<file path="config.mk">
export PLATFORM = sky130hd
export DESIGN_NAME = utf8_decode_cjk_detect
export DESIGN_NICKNAME = d
export VERILOG_FILES = /design/src/design/u8cjk_pkg.sv /design/src/design/utf8_decode_cjk_detect.sv
export SDC_FILE = /design/constraint.sdc
export NUM_CORES = 1
export LEC_CHECK = 0
export CAP_MARGIN = 20
export CORE_MARGIN = 2
export CORE_UTILIZATION = 30
export CTS_BUF_LIST = sky130_fd_sc_hd__clkbuf_2 sky130_fd_sc_hd__clkbuf_4 sky130_fd_sc_hd__clkbuf_8
export CTS_CLUSTER_SIZE = 12
export DETAILED_ROUTE_END_ITERATION = 7
export DONT_BUFFER_PORTS = 1
export MAX_ROUTING_LAYER = met4
export PLACE_DENSITY_LB_ADDON = 0.08
export SLEW_MARGIN = 30
export SYNTH_ARGS = -nofsm -noshare
export SYNTH_HDL_FRONTEND = slang
export SYNTH_SLANG_ARGS = --single-unit
</file>
<file path="constraint.sdc">
create_clock -name clock -period 8 [get_ports clock]
set_clock_uncertainty 0.15 [all_clocks]
set_input_delay 0.4 -clock clock [delete_from_list [all_inputs] [get_ports clock]]
set_output_delay 0.4 -clock clock [all_outputs]
set_load 0.05 [all_outputs]
</file>
<file path="src/design/u8cjk_pkg.sv">
// Package: shared types and constants for the UTF-8 decoder with CJK detection.
package u8cjk_pkg;

   localparam int unsigned CpWidth   = 21;
   localparam int unsigned ResMax    = 4;
   localparam int unsigned QueueDepth = 5;

   // One decoded result as it sits in the output queue.
   typedef struct packed {
      logic [CpWidth-1:0] code_point;
      logic               well_formed;
      logic               is_cjk;
      logic               text_has_cjk;
      logic               run_end;
      logic               text_end;
   } result_type;

   // Code point ranges that count as CJK ideographs.
   function automatic logic in_cjk(input logic [CpWidth-1:0] cp);
      in_cjk = (cp >= 21'h03400 && cp <= 21'h04DBF) ||
               (cp >= 21'h04E00 && cp <= 21'h09FFF) ||
               (cp >= 21'h0F900 && cp <= 21'h0FAFF) ||
               (cp >= 21'h20000 && cp <= 21'h2A6DF) ||
               (cp >= 21'h2A700 && cp <= 21'h2B73F) ||
               (cp >= 21'h2B740 && cp <= 21'h2B81F) ||
               (cp >= 21'h2B820 && cp <= 21'h2CEAF);
   endfunction

endpackage

</file>
<file path="src/design/utf8_decode_cjk_detect.sv">
// Top level: streaming lenient UTF-8 decoder with CJK range detection.
//
// The req_ channel carries one byte of text per transfer, with req_last_byte
// set on the final byte. The rsp_ channel carries one code point per transfer
// with its well-formed, CJK and sticky text CJK flags; rsp_run_end marks the
// last result caused by an input byte and rsp_text_end the last one of a text.
// A byte that only extends a pending sequence produces no result.
// Each accepted byte is decoded in the cycle it is taken and its 0 to 4
// results are written into a five-entry output queue, whose registered head
// entry drives the rsp_ ports. Throughput is one byte per cycle while each
// byte yields at most one result and the receiver does not hold rsp_stall.
// The queue drains one result per cycle while rsp_stall is low; req_stall is
// high while it holds more than one result, so a broken sequence that flushes
// raw bytes holds off the input until the queue is down to one result.
// When the receiver holds rsp_stall, the head result stays on the rsp_ ports
// and the input stalls once the queue holds two results.
// Synchronous reset empties the queue and clears the pending sequence and
// the sticky CJK flag.
module utf8_decode_cjk_detect (
   input  logic        clock,
   input  logic        reset,
   input  logic        req_valid,
   output logic        req_stall,
   input  logic [7:0]  req_data_byte,
   input  logic        req_last_byte,
   output logic        rsp_valid,
   input  logic        rsp_stall,
   output logic [20:0] rsp_code_point,
   output logic        rsp_well_formed,
   output logic        rsp_is_cjk,
   output logic        rsp_text_has_cjk,
   output logic        rsp_run_end,
   output logic        rsp_text_end
);

   localparam int unsigned Depth = u8cjk_pkg::QueueDepth;

   // Decoder state.
   logic [7:0] lead_held_ff, lead_held_in;
   logic [7:0] cont_held_ff [2];
   logic [1:0] cont_seen_ff, cont_seen_in;
   logic [1:0] cont_needed_ff, cont_needed_in;
   logic       cjk_seen_ff, cjk_seen_in;

   // Output queue.
   u8cjk_pkg::result_type queue_ff [Depth];
   u8cjk_pkg::result_type queue_in [Depth];
   logic [2:0] count_ff, count_in;

   logic push, pop;
   logic [7:0] b;
   logic is_cont, pending, complete, store, brk, flush_en, fresh_en, fresh_emit, hold;
   logic [1:0] lead_need, fseen;
   logic [7:0] h0, h1;
   logic [20:0] full_cp;
   logic full_cjk;
   u8cjk_pkg::result_type res [u8cjk_pkg::ResMax];
   logic [2:0] n_res, base;
   u8cjk_pkg::result_type shifted [Depth];

   assign b         = req_data_byte;
   assign req_stall = count_ff > 3'd1;
   assign push      = req_valid && !req_stall;
   assign rsp_valid = count_ff != 3'd0;
   assign pop       = rsp_valid && !rsp_stall;

   assign rsp_code_point   = queue_ff[0].code_point;
   assign rsp_well_formed  = queue_ff[0].well_formed;
   assign rsp_is_cjk       = queue_ff[0].is_cjk;
   assign rsp_text_has_cjk = queue_ff[0].text_has_cjk;
   assign rsp_run_end      = queue_ff[0].run_end;
   assign rsp_text_end     = queue_ff[0].text_end;

   always_comb begin
      priority if (b[7:5] == 3'b110) begin
         lead_need = 2'd1;
      end else if (b[7:4] == 4'b1110) begin
         lead_need = 2'd2;
      end else if (b[7:3] == 5'b11110) begin
         lead_need = 2'd3;
      end else begin
         lead_need = 2'd0;
      end
   end

   assign is_cont    = b[7:6] == 2'b10;
   assign pending    = cont_needed_ff != 2'd0;
   assign complete   = pending && is_cont &&
                       (({1'b0, cont_seen_ff} + 3'd1) >= {1'b0, cont_needed_ff});
   assign store      = pending && is_cont && !complete;
   assign brk        = pending && !is_cont;
   assign flush_en   = brk || (store && req_last_byte);
   assign fresh_en   = !pending || brk;
   assign fresh_emit = fresh_en && (!b[7] || lead_need == 2'd0 || req_last_byte);
   assign hold       = fresh_en && b[7] && lead_need != 2'd0 && !req_last_byte;

   // Held continuation bytes as they stand after this byte is stored.
   assign h0    = (store && cont_seen_ff == 2'd0) ? b : cont_held_ff[0];
   assign h1    = (store && cont_seen_ff == 2'd1) ? b : cont_held_ff[1];
   assign fseen = brk ? cont_seen_ff : cont_seen_ff + 2'd1;

   always_comb begin
      unique case (cont_needed_ff)
         2'd1:    full_cp = {10'd0, lead_held_ff[4:0], b[5:0]};
         2'd2:    full_cp = {5'd0, lead_held_ff[3:0], cont_held_ff[0][5:0], b[5:0]};
         default: full_cp = {lead_held_ff[2:0], cont_held_ff[0][5:0],
                             cont_held_ff[1][5:0], b[5:0]};
      endcase
   end

   assign full_cjk = u8cjk_pkg::in_cjk(full_cp);

   // Build the results of this byte in order. Raw bytes are never CJK, so
   // only a completed sequence can set the sticky flag.
   always_comb begin
      logic [2:0] nf;
      nf = 3'd0;
      for (int k = 0; k < u8cjk_pkg::ResMax; k++) begin
         res[k] = '0;
         res[k].text_has_cjk = cjk_seen_ff;
      end
      if (complete) begin
         res[0].code_point   = full_cp;
         res[0].well_formed  = 1'b1;
         res[0].is_cjk       = full_cjk;
         res[0].text_has_cjk = cjk_seen_ff | full_cjk;
         nf = 3'd1;
      end else begin
         if (flush_en) begin
            res[0].code_point = {13'd0, lead_held_ff};
            res[1].code_point = {13'd0, h0};
            res[2].code_point = {13'd0, h1};
            nf = 3'd1 + {1'b0, fseen};
         end
         if (fresh_emit) begin
            for (int k = 0; k < u8cjk_pkg::ResMax; k++) begin
               if (nf == 3'(k)) begin
                  res[k].code_point  = {13'd0, b};
                  res[k].well_formed = !b[7];
               end
            end
            nf = nf + 3'd1;
         end
      end
      for (int k = 0; k < u8cjk_pkg::ResMax; k++) begin
         if (nf == 3'(k + 1)) begin
            res[k].run_end  = 1'b1;
            res[k].text_end = req_last_byte;
         end
      end
      n_res = nf;
   end

   // Next decoder state.
   always_comb begin
      lead_held_in   = lead_held_ff;
      cont_seen_in   = cont_seen_ff;
      cont_needed_in = cont_needed_ff;
      cjk_seen_in    = cjk_seen_ff;
      if (push) begin
         if (complete || brk) begin
            lead_held_in   = 8'd0;
            cont_seen_in   = 2'd0;
            cont_needed_in = 2'd0;
            cjk_seen_in    = cjk_seen_ff | (complete && full_cjk);
         end else if (store) begin
            cont_seen_in = cont_seen_ff + 2'd1;
         end
         if (hold) begin
            lead_held_in   = b;
            cont_seen_in   = 2'd0;
            cont_needed_in = lead_need;
         end
         if (req_last_byte) begin
            lead_held_in   = 8'd0;
            cont_seen_in   = 2'd0;
            cont_needed_in = 2'd0;
            cjk_seen_in    = 1'b0;
         end
      end
   end

   // Queue: shift out the head on a transfer, then append new results.
   assign base = count_ff - {2'd0, pop};

   always_comb begin
      for (int i = 0; i < Depth; i++) begin
         if (pop && i < Depth - 1) begin
            shifted[i] = queue_ff[i + 1];
         end else begin
            shifted[i] = queue_ff[i];
         end
      end
      for (int i = 0; i < Depth; i++) begin
         queue_in[i] = shifted[i];
         for (int k = 0; k < u8cjk_pkg::ResMax; k++) begin
            if (push && 3'(k) < n_res && (base + 3'(k)) == 3'(i)) begin
               queue_in[i] = res[k];
            end
         end
      end
      count_in = base + (push ? n_res : 3'd0);
   end

   always_ff @(posedge clock) begin
      if (reset) begin
         count_ff       <= 3'd0;
         lead_held_ff   <= 8'd0;
         cont_seen_ff   <= 2'd0;
         cont_needed_ff <= 2'd0;
         cjk_seen_ff    <= 1'b0;
      end else begin
         count_ff       <= count_in;
         lead_held_ff   <= lead_held_in;
         cont_seen_ff   <= cont_seen_in;
         cont_needed_ff <= cont_needed_in;
         cjk_seen_ff    <= cjk_seen_in;
      end
   end

   always_ff @(posedge clock) begin
      for (int i = 0; i < Depth; i++) begin
         queue_ff[i] <= queue_in[i];
      end
      if (push && store) begin
         cont_held_ff[cont_seen_ff[0]] <= b;
      end
   end

endmodule
</file>
==> summary.md, run 1 <==
| Metric | Value |
|---|---|
| Overall routed net length | `36,500 um` |
| Share of the synthesized area in the top cell type | `between 20 and 25%` |
| Clock transition at the registers of the reported paths | `roughly 0.090 ns` |
| Maximum number of pins on one net before global-route repair | `65` |
| H-Tree Depth | `4` |
| CP Data Arrival Time | `approximately 5.5 ns` |
| Number of instances in the synthesized netlist | `1,182` |
| Total of flip-flops plus latches after synthesis | `about 160` |
| Site row count | `67` |
| Quantity of I/O buffers inserted on ports | `0` |
| Worst setup path end | `queue_ff[0][7]$_DFFE_PP_` |
| RR Endpoint | `queue_ff[0][7]$_DFFE_PP_` |
| Main synth FF type | `sky130_fd_sc_hd__dfxtp_1` |
| Clk sinks | `between 150 and 200` |
| Worst min-delay path class | `in2reg` |
| Vias | `approximately 9,000` |
| Launch point of the worst reg-to-reg path | `cont_seen_ff[0]$_SDFFE_PP0P_` |
| Post-synth top cells | `sky130_fd_sc_hd__nor2_1 (177), sky130_fd_sc_hd__nand2_1 (116), sky130_fd_sc_hd__dfxtp_1 (86)` |
| Setup CP Type | `reg2reg` |
| Number of buffers inserted to repair setup after CTS | `0` |
| Slew Limit Fails | `0` |
| Routability cong. | `0.921` |
| Pwr dens | `334 nW/um2` |
| Most area-consuming cells after synthesis | `sky130_fd_sc_hd__edfxtp_1 (22%), sky130_fd_sc_hd__dfxtp_1 (17%), sky130_fd_sc_hd__nor2_1 (6.5%), sky130_fd_sc_hd__mux2i_1 (6.4%), sky130_fd_sc_hd__a211oi_1 (5.2%)` |
| Area of the die | `35,400 um2` |
| Number of search-and-repair iterations in the first detailed-routing pass | `6` |
| First-iteration detailed-routing DRC count | `1,055` |
| Routed length per instance | `23.1 um` |
| Gr usage total | `21.1%` |
| Total number of yosys warnings | `0` |
| Leakage power of the design | `3.94 nW` |
| Number of unique standard cell types used by synthesis | `85` |
| Minimum period implied by the final worst setup slack | `5.51 ns` |
| Count of hold-fix buffers inserted at cts | `12` |
| Number of cell instances on the worst register-to-register path | `15` |
| Number of nets with antenna violations after routing | `0` |
| Pin slew with the least headroom to its limit | `0.909 ns` |
| Post-cts gate resize count | `0` |
| Largest area contributor in the synthesized netlist | `sky130_fd_sc_hd__edfxtp_1` |
| Number of diodes added for antenna fixing | `0` |
| Ratio of final minimum period to clock period | `68.9%` |
| Share of layout cells above drive strength 1 | `under 10%` |
| Startpoint type of the worst setup path | `flip-flop` |
| Initial antenna violation count | `0` |
| Setup TNS | `0 ns` |
| Die height | `188 um` |
| Wire length of the first global-routing pass | `55,000 um` |
| Hold Violations, Final | `0` |
| Result of the run | `complete, no violations` |
| Critical-path maximum fanout | `18` |
| Max-slew headroom | `~39%` |
| Vias in the first global route | `8,338` |
| Finished Core Util | `about a third` |
| Final net count | `around 1,100` |
| Initial cell density of the core | `30.4%` |
| Worst setup path start | `cont_seen_ff[0]$_SDFFE_PP0P_` |
| Number of enable flip-flop cells after synthesis | `76` |
| F_max | `181 MHz` |
| Cell chosen for the clock root | `sky130_fd_sc_hd__clkbuf_8` |
| Tot Pwr | `3.65 mW` |
| VDD IR max | `152 uV` |
| Vias per cell | `5.69` |
| Proportion of synthesized flip-flops having asynchronous set or reset | `0%` |
| Hpwl dp | `26,300 um` |
| Number of primary I/O pins | `41` |
| TritonCTS buffer count | `17` |
| Worst-skew pair later-pin latency | `0.50 ns` |
| Crit path capture type | `flip-flop` |
| DIE WIDTH | `~190 um` |
| Dominant cell by count in the synthesized netlist | `sky130_fd_sc_hd__nor2_1` |
| Number of nets produced by synthesis | `around 1,200` |
| RSZ-0062 raised after global routing | `no` |
| Count of fill cells added during filler insertion | `3,507` |
| Number of DRC violations after detailed routing | `0` |
| Area of the core | `33,400 um2` |
| Final setup fails | `0` |
| Total grt overflow | `0` |
| Post-synthesis to final-layout area growth | `7.39%` |
| Clock tree from TritonCTS | `yes` |
| Crit path required time | `7.98 ns` |
| Deepest clock path buffer count | `2` |
| Mapped Area | `10,200 um2` |
| Synth Area per Inst | `about 8.6 um2` |
| Register-to-Register Setup Slack | `2.49 ns` |
| Fraction of the yosys area taken by sequential cells | `about 40%` |
| Max-capacitance violation count | `0` |
[registers in the layout, summed over array words and instances (netlist names)]
register / flops
cont_needed_ff: 2
cont_held_ff: 16
count_ff: 3
cont_seen_ff: 2
lead_held_ff: 8
queue_ff: 130
cjk_seen_ff: 1
[where the power goes]
group / switching [mW] / internal (mW)
Sequential: 0.372 / 1.23
Combinational: 0.812 / 0.536
Clock: 0.373 / 0.324
Total: 1.56 / 2.09
[placed cells by master, fill, tap and decap left out, types with 5 or more instances in the layout]
master                          count
sky130_fd_sc_hd__a211o_1            8
sky130_fd_sc_hd__a211oi_1          71
sky130_fd_sc_hd__a21o_1             7
sky130_fd_sc_hd__a21oi_1           60
sky130_fd_sc_hd__a21oi_2            5
sky130_fd_sc_hd__a221oi_1          12
sky130_fd_sc_hd__a222oi_1           5
sky130_fd_sc_hd__a22o_1             8
sky130_fd_sc_hd__a22oi_1           27
sky130_fd_sc_hd__a31oi_1           30
sky130_fd_sc_hd__a32oi_1            5
sky130_fd_sc_hd__and2_1             7
sky130_fd_sc_hd__and3_1            25
sky130_fd_sc_hd__buf_4             21
sky130_fd_sc_hd__clkbuf_8          17
sky130_fd_sc_hd__dfxtp_1           86
sky130_fd_sc_hd__dlygate4sd3_1     12
sky130_fd_sc_hd__edfxtp_1          76
sky130_fd_sc_hd__ha_1              16
sky130_fd_sc_hd__inv_1             20
sky130_fd_sc_hd__mux2i_1           65
sky130_fd_sc_hd__nand2_1          116
sky130_fd_sc_hd__nand2b_1           6
sky130_fd_sc_hd__nand3_1           22
sky130_fd_sc_hd__nand4_1           10
sky130_fd_sc_hd__nor2_1           177
sky130_fd_sc_hd__nor2b_1            9
sky130_fd_sc_hd__nor3_1            10
sky130_fd_sc_hd__o211ai_1          14
sky130_fd_sc_hd__o21ai_0           26
sky130_fd_sc_hd__o22ai_1           32
sky130_fd_sc_hd__or3_1             21
[cell families after synthesis]
| kind of cell | after synthesis | synth area share, % |
|---|---|---|
| simple gates | 434 | 19.8 |
| compound gates | 357 | 24.9 |
| mux | 68 | 6.76 |
| xor+xnor | 5 | 0.430 |
| buf+inv | 138 | 6.40 |
| flops | 162 | 39.4 |
| fa+ha+maj | 18 | 2.36 |
[layout make-up]
type                    instances  area, um2  area share [%]
multi-input cells             882       5550            50.8
flip-flops and latches        162       4000            36.6
well taps                     448        561            5.13
repair buffers                 35        294            2.69
clock buffers                  17        234            2.14
clock inverters                15        213            1.95
inverters                      20       75.1           0.687
[through the flow]
step | area (um2) | std cells | hold slack (ns) | worst slack, ns
global route | 10900 | 1579 | 0.0309 | 2.03
detailed placement | 10300 | 1534 | 0.304 | 2.21
CTS | 10900 | 1578 | 0.0108 | 2.20
global placement | 10300 | 1534 | 0.297 | 2.38
floorplan | 10200 | 1182 | 0.280 | 3.55
finish | 10900 | 1579 | 0.0503 | 2.49
[worst min-delay path by stage]
stage / from / to / slack, ns / cells after the start
after CTS: req_last_byte / cont_seen_ff[1]$_SDFFE_PP0P_ / 0.01 / 2
after global routing: req_data_byte[2] / queue_ff[0][7]$_DFFE_PP_ / 0.03 / 2
final: req_last_byte / cont_seen_ff[1]$_SDFFE_PP0P_ / 0.05 / 2
after floorplan: queue_ff[0][107]$_SDFFE_PP0N_ / queue_ff[0][107]$_SDFFE_PP0N_ / 0.28 / 2
after detailed placement: queue_ff[0][107]$_SDFFE_PP0N_ / queue_ff[0][107]$_SDFFE_PP0N_ / 0.30 / 2
after global placement: queue_ff[0][107]$_SDFFE_PP0N_ / queue_ff[0][107]$_SDFFE_PP0N_ / 0.30 / 2
[critical path, cell delays in order, from the launching register on]
cell and delay (ns):
sky130_fd_sc_hd__dfxtp_1 0.52, sky130_fd_sc_hd__inv_1 0.17, sky130_fd_sc_hd__fa_1 0.54, sky130_fd_sc_hd__or2_1 0.15, sky130_fd_sc_hd__o211ai_1 0.12, sky130_fd_sc_hd__a21oi_2 0.46
sky130_fd_sc_hd__nand2b_1 0.17, sky130_fd_sc_hd__inv_1 0.11, sky130_fd_sc_hd__ha_1 0.15, sky130_fd_sc_hd__ha_1 0.24, sky130_fd_sc_hd__nand2_1 0.07, sky130_fd_sc_hd__nand2_1 0.05
sky130_fd_sc_hd__o21ai_1 0.49, sky130_fd_sc_hd__and4_1 0.60, sky130_fd_sc_hd__or3_1 0.65, sky130_fd_sc_hd__or3_1 0.50
[layer usage]
| metal | global-route usage (%) | wire length (um) |
|---|---|---|
| met1 | 30.8 | 18300 |
| met2 | 28.6 | 14900 |
| met3 | 4.62 | 2600 |
| met4 | 6.06 | 745 |
| met5 | - | 0 |
(Power assumes the default switching activity.)
==> run 2: changes to the inputs <==
==> constraint.sdc (replaced) <==
create_clock -name clock -period 5.5 [get_ports clock]
set_clock_uncertainty 0.15 [all_clocks]
set_input_delay 0.275 -clock clock [delete_from_list [all_inputs] [get_ports clock]]
set_output_delay 0.275 -clock clock [all_outputs]
set_load 0.05 [all_outputs]
==> summary.md, run 2 (same netlist as run 1, synthesis figures left out) <==
| Metric | Value |
|---|---|
| Delay of the slowest critical-path stage | `0.56 ns (was 0.65 ns)` |
| DIE WIDTH | `188 um (unchanged)` |
| Quantity of I/O buffers inserted on ports | `0 (unchanged)` |
| Worst Hold Depth | `3 (was 2)` |
| Number of search-and-repair iterations in the first detailed-routing pass | `6 (unchanged)` |
| Routability cong. | `0.934 (was 0.921)` |
| Setup CP Type | `reg2reg (unchanged)` |
| Startpoint type of the worst setup path | `flip-flop (unchanged)` |
| Terminating pin of the worst hold path | `queue_ff[0][108]$_DFFE_PP_ (was cont_seen_ff[1]$_SDFFE_PP0P_)` |
| Setup TNS | `0 ns (unchanged)` |
| Initial antenna violation count | `1 (was 0)` |
| Internal portion of total power | `2.98 mW (was 2.09 mW)` |
| Placement Cell Area | `10,500 um2 (was 10,300 um2)` |
| Gr usage total | `22.3% (was 21.1%)` |
| Count of buffer and inverter cells on the critical path | `2 (unchanged)` |
| Clk sinks | `162 (unchanged)` |
| RR Endpoint | `queue_ff[0][106]$_DFFE_PP_ (was queue_ff[0][7]$_DFFE_PP_)` |
| Count of fill cells added during filler insertion | `3,520 (was 3,507)` |
| Ratio of final minimum period to clock period | `89.9% (was 68.9%)` |
| First-iteration detailed-routing DRC count | `1,051 (was 1,055)` |
| Number of flip-flops in the largest register | `130 (unchanged)` |
| Maximum number of pins on one net before global-route repair | `65 (unchanged)` |
| Area of all placed cells without fillers | `11,000 um2 (was 10,900 um2)` |
| Slowest cell on the critical path | `sky130_fd_sc_hd__and4b_1 (was sky130_fd_sc_hd__or3_1)` |
| Switching power as a share of total power | `43.3% (was 42.7%)` |
| Slew Limit Fails | `0 (unchanged)` |
| Crit path setup slack, layout | `0.555 ns (was 2.49 ns)` |
| Routed length per instance | `23.8 um (was 23.1 um)` |
| Launch point of the worst reg-to-reg path | `cont_seen_ff[0]$_SDFFE_PP0P_ (unchanged)` |
| Share of total power in sequential cells | `44.5% (was 43.9%)` |
| Vias in the first global route | `8,515 (was 8,338)` |
| Clock tree from TritonCTS | `yes (unchanged)` |
| Final setup fails | `0 (unchanged)` |
| Clock transition at the registers of the reported paths | `0.10 ns (was 0.09 ns)` |
| Power dissipated by switching net loads | `2.27 mW (was 1.56 mW)` |
| Die height | `188 um (unchanged)` |
| Critical-path maximum fanout | `14 (was 18)` |
| Overall routed net length | `38,000 um (was 36,500 um)` |
| Area of the die | `35,400 um2 (unchanged)` |
| Hold Path Origin | `req_data_byte[7] (was req_last_byte)` |
| Post-cts gate resize count | `0 (unchanged)` |
| Count of hold-fix buffers inserted at cts | `12 (unchanged)` |
| Initial cell density of the core | `30.4% (unchanged)` |
| Hold Violations, Final | `0 (unchanged)` |
| Post-synthesis to final-layout area growth | `8.25% (was 7.39%)` |
| Cell family with the largest share of critical-path delay | `simple AND/OR/NAND/NOR gates (unchanged)` |
| Worst min-delay path class | `in2reg (unchanged)` |
| VDD IR max | `246 uV (was 152 uV)` |
| Number of primary I/O pins | `41 (unchanged)` |
| Result of the run | `complete, no violations (unchanged)` |
| Part of the power in combinational logic | `38.1% (was 37.0%)` |
| Number of cell instances on the worst register-to-register path | `16 (was 15)` |
| Leakage power of the design | `4.02 nW (was 3.94 nW)` |
| Worst-skew pair later-pin latency | `0.51 ns (was 0.50 ns)` |
| CP Data Arrival Time | `5.15 ns (was 5.50 ns)` |
| Crit path required time | `5.70 ns (was 7.98 ns)` |
| Vias | `9,105 (was 8,989)` |
| Share of layout cells above drive strength 1 | `9.13% (was 7.52%)` |
| F_max | `202 MHz (was 181 MHz)` |
| Largest reg by FF count | `queue_ff (unchanged)` |
| Area of the core | `33,400 um2 (unchanged)` |
| RSZ-0062 raised after global routing | `no (unchanged)` |
| Number of DRC violations after detailed routing | `0 (unchanged)` |
| Setup Slack @ Placement | `0.592 ns (was 2.21 ns)` |
| Site row count | `67 (unchanged)` |
| H-Tree Depth | `4 (unchanged)` |
| Minimum period implied by the final worst setup slack | `4.94 ns (was 5.51 ns)` |
| Tot Pwr | `5.25 mW (was 3.65 mW)` |
| Crit path capture type | `flip-flop (unchanged)` |
| TritonCTS buffer count | `17 (unchanged)` |
| Register-to-Register Setup Slack | `0.56 ns (was 2.49 ns)` |
| Max-slew headroom | `36.4% (was 39.4%)` |
| CP cell instances | `inv_1, fa_1, or2_1, o211ai_1, a21oi_1, and2_1, ha_1, ha_1, nand2_1, nand2_1, o21ai_1, and4b_1, or3_1, nand2b_1, buf_4, a21boi_0 (was inv_1, fa_1, or2_1, o211ai_1, a21oi_2, nand2b_1, inv_1, ha_1, ha_1, nand2_1, nand2_1, o21ai_1, and4_1, or3_1, or3_1)` |
| Wire length of the first global-routing pass | `57,500 um (was 55,000 um)` |
| Vias per cell | `5.70 (was 5.69)` |
| Commonest cells after routing, fill and taps aside | `sky130_fd_sc_hd__nor2_1 (177), sky130_fd_sc_hd__nand2_1 (116), sky130_fd_sc_hd__dfxtp_1 (86) (unchanged)` |
| Number of buffers inserted to repair setup after CTS | `0 (unchanged)` |
| Pin slew with the least headroom to its limit | `0.955 ns (was 0.909 ns)` |
| Most common library cell in the layout ignoring fill and taps | `sky130_fd_sc_hd__nor2_1 (unchanged)` |
| Number of nets with antenna violations after routing | `0 (unchanged)` |
| Deepest clock path buffer count | `2 (unchanged)` |
| Total grt overflow | `0 (unchanged)` |
| Hpwl dp | `27,300 um (was 26,300 um)` |
| Pwr dens | `477 nW/um2 (was 334 nW/um2)` |
| Number of diodes added for antenna fixing | `0 (unchanged)` |
| Part of the total power dissipated in the clock network | `17.4% (was 19.1%)` |
| Final net count | `1,168 (was 1,149)` |
| Max-capacitance violation count | `0 (unchanged)` |
| Cell chosen for the clock root | `sky130_fd_sc_hd__clkbuf_8 (unchanged)` |
==> run 2: cell count changes in the layout (fill, tap and decap cells not counted), sizes merged <==
cell	delta
buf	+19
bufinv	-2
clkinv	+1
inv	-2
clkbuf	+3
==> run 2: worst max-delay path by stage <==
stage	from	endpoint	slack, ns	depth (start not counted)
CTS	cont_seen_ff[0]$_SDFFE_PP0P_	queue_ff[0][106]$_DFFE_PP_	0.58	16
floorplan	cont_seen_ff[0]$_SDFFE_PP0P_	queue_ff[0][0]$_DFFE_PP_	1.05	16
finish	cont_seen_ff[0]$_SDFFE_PP0P_	queue_ff[0][106]$_DFFE_PP_	0.56	16
global route	cont_seen_ff[0]$_SDFFE_PP0P_	queue_ff[0][106]$_DFFE_PP_	0.10	17
global placement	cont_seen_ff[0]$_SDFFE_PP0P_	queue_ff[0][106]$_DFFE_PP_	0.70	16
detailed placement	cont_seen_ff[0]$_SDFFE_PP0P_	queue_ff[0][106]$_DFFE_PP_	0.59	16
==> run 2: power groups by stage <==
stage          Sequential (mW)  Combinational [mW]  Clock (mW)
3_5_place_dp              2.37                1.97           0
5_1_grt                   2.38                2.21       0.994
3_3_place_gp              2.37                1.96           0
2_1_floorplan             1.98                1.93           0
4_1_cts                   2.34                2.00       0.937
6_report                  2.34                2.00       0.912
==> run 2: per-layer routing <==
metal | global-route usage (%) | vias to the layer above | routed length, um
li1 | - | 4310 | -
met1 | 32.8 | 4427 | 19000
met2 | 30.7 | 320 | 15800
met3 | 4.92 | 48 | 2670
met4 | 5.42 | 0 | 606
met5 | - | - | 0
==> run 2: worst register-to-register path, stage by stage, from the launching register on <==
cell	delay, ns
sky130_fd_sc_hd__dfxtp_1	0.52
sky130_fd_sc_hd__inv_1	0.17
sky130_fd_sc_hd__fa_1	0.48
sky130_fd_sc_hd__or2_1	0.27
sky130_fd_sc_hd__o211ai_1	0.19
sky130_fd_sc_hd__a21oi_1	0.15
sky130_fd_sc_hd__and2_1	0.22
sky130_fd_sc_hd__ha_1	0.19
sky130_fd_sc_hd__ha_1	0.29
sky130_fd_sc_hd__nand2_1	0.07
sky130_fd_sc_hd__nand2_1	0.05
sky130_fd_sc_hd__o21ai_1	0.40
sky130_fd_sc_hd__and4b_1	0.57
sky130_fd_sc_hd__or3_1	0.50
sky130_fd_sc_hd__nand2b_1	0.17
sky130_fd_sc_hd__buf_4	0.22
sky130_fd_sc_hd__a21boi_0	0.19
==> run 2: through the flow <==
stage | hold slack, ns | util [%] | instances
floorplan | 0.194 | - | 1182
global placement | 0.200 | 31.3 | 1552
detailed placement | 0.203 | 31.4 | 1554
CTS | 0.0185 | 32.9 | 1598
global route | 0.0725 | 32.9 | 1598
finish | 0.0450 | 32.9 | 1598
==> run 2: cell type report <==
type                            count  area [um2]  share of cell area, %
Clock inverter                     12         124                   1.12
Tap cell                          448         561                   5.09
Clock buffer                       20         263                   2.39
Timing Repair Buffer               54         439                   3.99
Sequential cell                   162        4000                   36.4
Inverter                           20        75.1                  0.682
Multi-Input combinational cell    882        5550                   50.4
==> run 3: changes to the inputs <==
--- a/config.mk
+++ b/config.mk
@@ -13,7 +13,7 @@
 export DETAILED_ROUTE_END_ITERATION = 7
 export DONT_BUFFER_PORTS = 1
 export MAX_ROUTING_LAYER = met4
-export PLACE_DENSITY_LB_ADDON = 0.08
+export PLACE_DENSITY_LB_ADDON = 0.12
 export SLEW_MARGIN = 30
 export SYNTH_ARGS = -nofsm -noshare
 export SYNTH_HDL_FRONTEND = slang
==> summary.md, run 3 (same netlist as run 1, synthesis figures left out) <==
| Metric | Value |
|---|---|
| Post-cts gate resize count | `0 (unchanged)` |
| Number of search-and-repair iterations in the first detailed-routing pass | `6 (unchanged)` |
| Commonest cells after routing, fill and taps aside | `sky130_fd_sc_hd__nor2_1 (177), sky130_fd_sc_hd__nand2_1 (116), sky130_fd_sc_hd__dfxtp_1 (86) (unchanged)` |
| Count of hold-fix buffers inserted at cts | `13 (was 12)` |
| Pwr dens | `474 nW/um2 (was 477 nW/um2)` |
| Largest reg by FF count | `queue_ff (unchanged)` |
| Leakage power of the design | `4.00 nW (was 4.02 nW)` |
| Cells after DPL | `1,552 (was 1,554)` |
| Wire length of the first global-routing pass | `57,600 um (was 57,500 um)` |
| Initial cell density of the core | `30.4% (unchanged)` |
| Crit path required time | `5.67 ns (was 5.70 ns)` |
| Vias per cell | `5.79 (was 5.70)` |
| Area of the die | `35,400 um2 (unchanged)` |
| F_max | `201 MHz (was 202 MHz)` |
| Routability cong. | `0.936 (was 0.934)` |
| H-Tree Depth | `4 (unchanged)` |
| Final net count | `1,168 (unchanged)` |
| Critical-path maximum fanout | `16 (was 14)` |
| Cell chosen for the clock root | `sky130_fd_sc_hd__clkbuf_8 (unchanged)` |
| Vias in the first global route | `8,710 (was 8,515)` |
| TritonCTS buffer count | `17 (unchanged)` |
| Site row count | `67 (unchanged)` |
| Number of DRC violations after detailed routing | `0 (unchanged)` |
| Minimum period implied by the final worst setup slack | `4.98 ns (was 4.94 ns)` |
| Deepest clock path buffer count | `2 (unchanged)` |
| Crit path capture type | `flip-flop (unchanged)` |
| RSZ-0062 raised after global routing | `no (unchanged)` |
| Area of all placed cells without fillers | `11,000 um2 (about the same)` |
| VDD IR max | `218 uV (was 246 uV)` |
| Hpwl dp | `27,200 um (was 27,300 um)` |
| Routed length per instance | `23.9 um (was 23.8 um)` |
| Final setup fails | `0 (unchanged)` |
| Slew Limit Fails | `0 (unchanged)` |
| Clock tree from TritonCTS | `yes (unchanged)` |
| Most common library cell in the layout ignoring fill and taps | `sky130_fd_sc_hd__nor2_1 (unchanged)` |
| Area of the core | `33,400 um2 (unchanged)` |
| Clk sinks | `162 (unchanged)` |
| Number of diodes added for antenna fixing | `0 (unchanged)` |
| Count of non-filler cells in the finished layout | `1,598 (unchanged)` |
| CP Data Arrival Time | `5.15 ns (about the same)` |
| Vias | `9,246 (was 9,105)` |
| Ratio of final minimum period to clock period | `90.6% (was 89.9%)` |
| Post-synthesis to final-layout area growth | `7.85% (was 8.25%)` |
| Max-slew headroom | `26.2% (was 36.4%)` |
| Initial antenna violation count | `1 (unchanged)` |
| Setup TNS | `0 ns (unchanged)` |
| Startpoint type of the worst setup path | `flip-flop (unchanged)` |
| Number of nets with antenna violations after routing | `0 (unchanged)` |
| Number of primary I/O pins | `41 (unchanged)` |
| Placement Cell Area | `10,500 um2 (about the same)` |
| Gr usage total | `22.3% (about the same)` |
| Total grt overflow | `0 (unchanged)` |
| First-iteration detailed-routing DRC count | `1,354 (was 1,051)` |
| Crit path setup slack, layout | `0.519 ns (was 0.555 ns)` |
| Worst-skew pair later-pin latency | `0.50 ns (was 0.51 ns)` |
| Maximum number of pins on one net before global-route repair | `52 (was 65)` |
| Max-capacitance violation count | `0 (unchanged)` |
| Number of buffers inserted to repair setup after CTS | `0 (unchanged)` |
| Result of the run | `complete, no violations (unchanged)` |
| Overall routed net length | `38,100 um (was 38,000 um)` |
| Number of flip-flops in the largest register | `130 (unchanged)` |
| Tot Pwr | `5.20 mW (was 5.25 mW)` |
| DIE WIDTH | `188 um (unchanged)` |
| Hold Violations, Final | `0 (unchanged)` |
| Worst min-delay path class | `in2reg (unchanged)` |
| Setup CP Type | `reg2reg (unchanged)` |
| Share of layout cells above drive strength 1 | `8.87% (was 9.13%)` |
| Quantity of I/O buffers inserted on ports | `0 (unchanged)` |
| Clock transition at the registers of the reported paths | `0.09 ns (was 0.10 ns)` |
| Setup Slack @ Placement | `0.611 ns (was 0.592 ns)` |
| Pin slew with the least headroom to its limit | `1.11 ns (was 0.955 ns)` |
| Die height | `188 um (unchanged)` |
[run 3: cell count changes in the layout (fill, tap and decap cells not counted), moves of 2 or more]
cell,before,now
sky130_fd_sc_hd__inv_4,0,2
sky130_fd_sc_hd__clkinv_4,4,1
sky130_fd_sc_hd__inv_6,3,6
sky130_fd_sc_hd__clkinvlp_4,0,2
[run 3: final timing paths]
kind	start	endpoint	slack (ns)	cells past startpoint
max reg2reg	cont_seen_ff[0]$_SDFFE_PP0P_	queue_ff[0][8]$_DFFE_PP_	0.52	15
max	cont_seen_ff[0]$_SDFFE_PP0P_	queue_ff[0][8]$_DFFE_PP_	0.52	15
min	req_data_byte[7]	cont_needed_ff[0]$_SDFFE_PP0P_	0.03	4
min reg2reg	queue_ff[0][117]$_SDFFE_PP0N_	queue_ff[0][117]$_SDFFE_PP0N_	0.31	2
[run 3: worst max-delay path: stages (launching register included)]
cell	delay, ns
sky130_fd_sc_hd__dfxtp_1	0.53
sky130_fd_sc_hd__inv_1	0.17
sky130_fd_sc_hd__fa_1	0.48
sky130_fd_sc_hd__or2_1	0.27
sky130_fd_sc_hd__o211ai_1	0.18
sky130_fd_sc_hd__a21oi_1	0.19
sky130_fd_sc_hd__and2_1	0.25
sky130_fd_sc_hd__ha_1	0.19
sky130_fd_sc_hd__ha_1	0.31
sky130_fd_sc_hd__nor3_2	0.08
sky130_fd_sc_hd__nor2_2	0.62
sky130_fd_sc_hd__a21oi_1	0.22
sky130_fd_sc_hd__buf_4	0.25
sky130_fd_sc_hd__or2_0	0.32
sky130_fd_sc_hd__or3_1	0.40
sky130_fd_sc_hd__a22oi_1	0.21
[run 3: per-stage QoR]
stage | hold WS, ns | utilization, %
after floorplan | 0.194 | -
after global placement | 0.199 | 31.3
after detailed placement | 0.200 | 31.3
after CTS | 0.00128 | 32.8
after global routing | 0.0436 | 32.8
final | 0.0327 | 32.8
[run 3: per-layer routing]
layer,vias up,track usage (%),wire length (um)
met1,4476,32.6,18200
li1,4303,-,-
met4,0,5.69,635
met2,426,31.3,16200
met5,-,-,0
met3,41,4.01,3140
[run 3: report_power, final]
group,switching (mW),leakage [nW],internal [mW]
Combinational,1.20,2.40,0.801
Sequential,0.550,1.42,1.79
Clock,0.528,0.183,0.331
Total,2.28,4.00,2.92
[run 3: final cells by class]
cell class | instances | area [um2]
Fill cell | 3517 | 22500
Multi-Input combinational cell | 882 | 5540
Sequential cell | 162 | 4000
Tap cell | 448 | 561
Timing Repair Buffer | 54 | 435
Clock buffer | 18 | 241
Clock inverter | 14 | 116
Inverter | 20 | 75.1
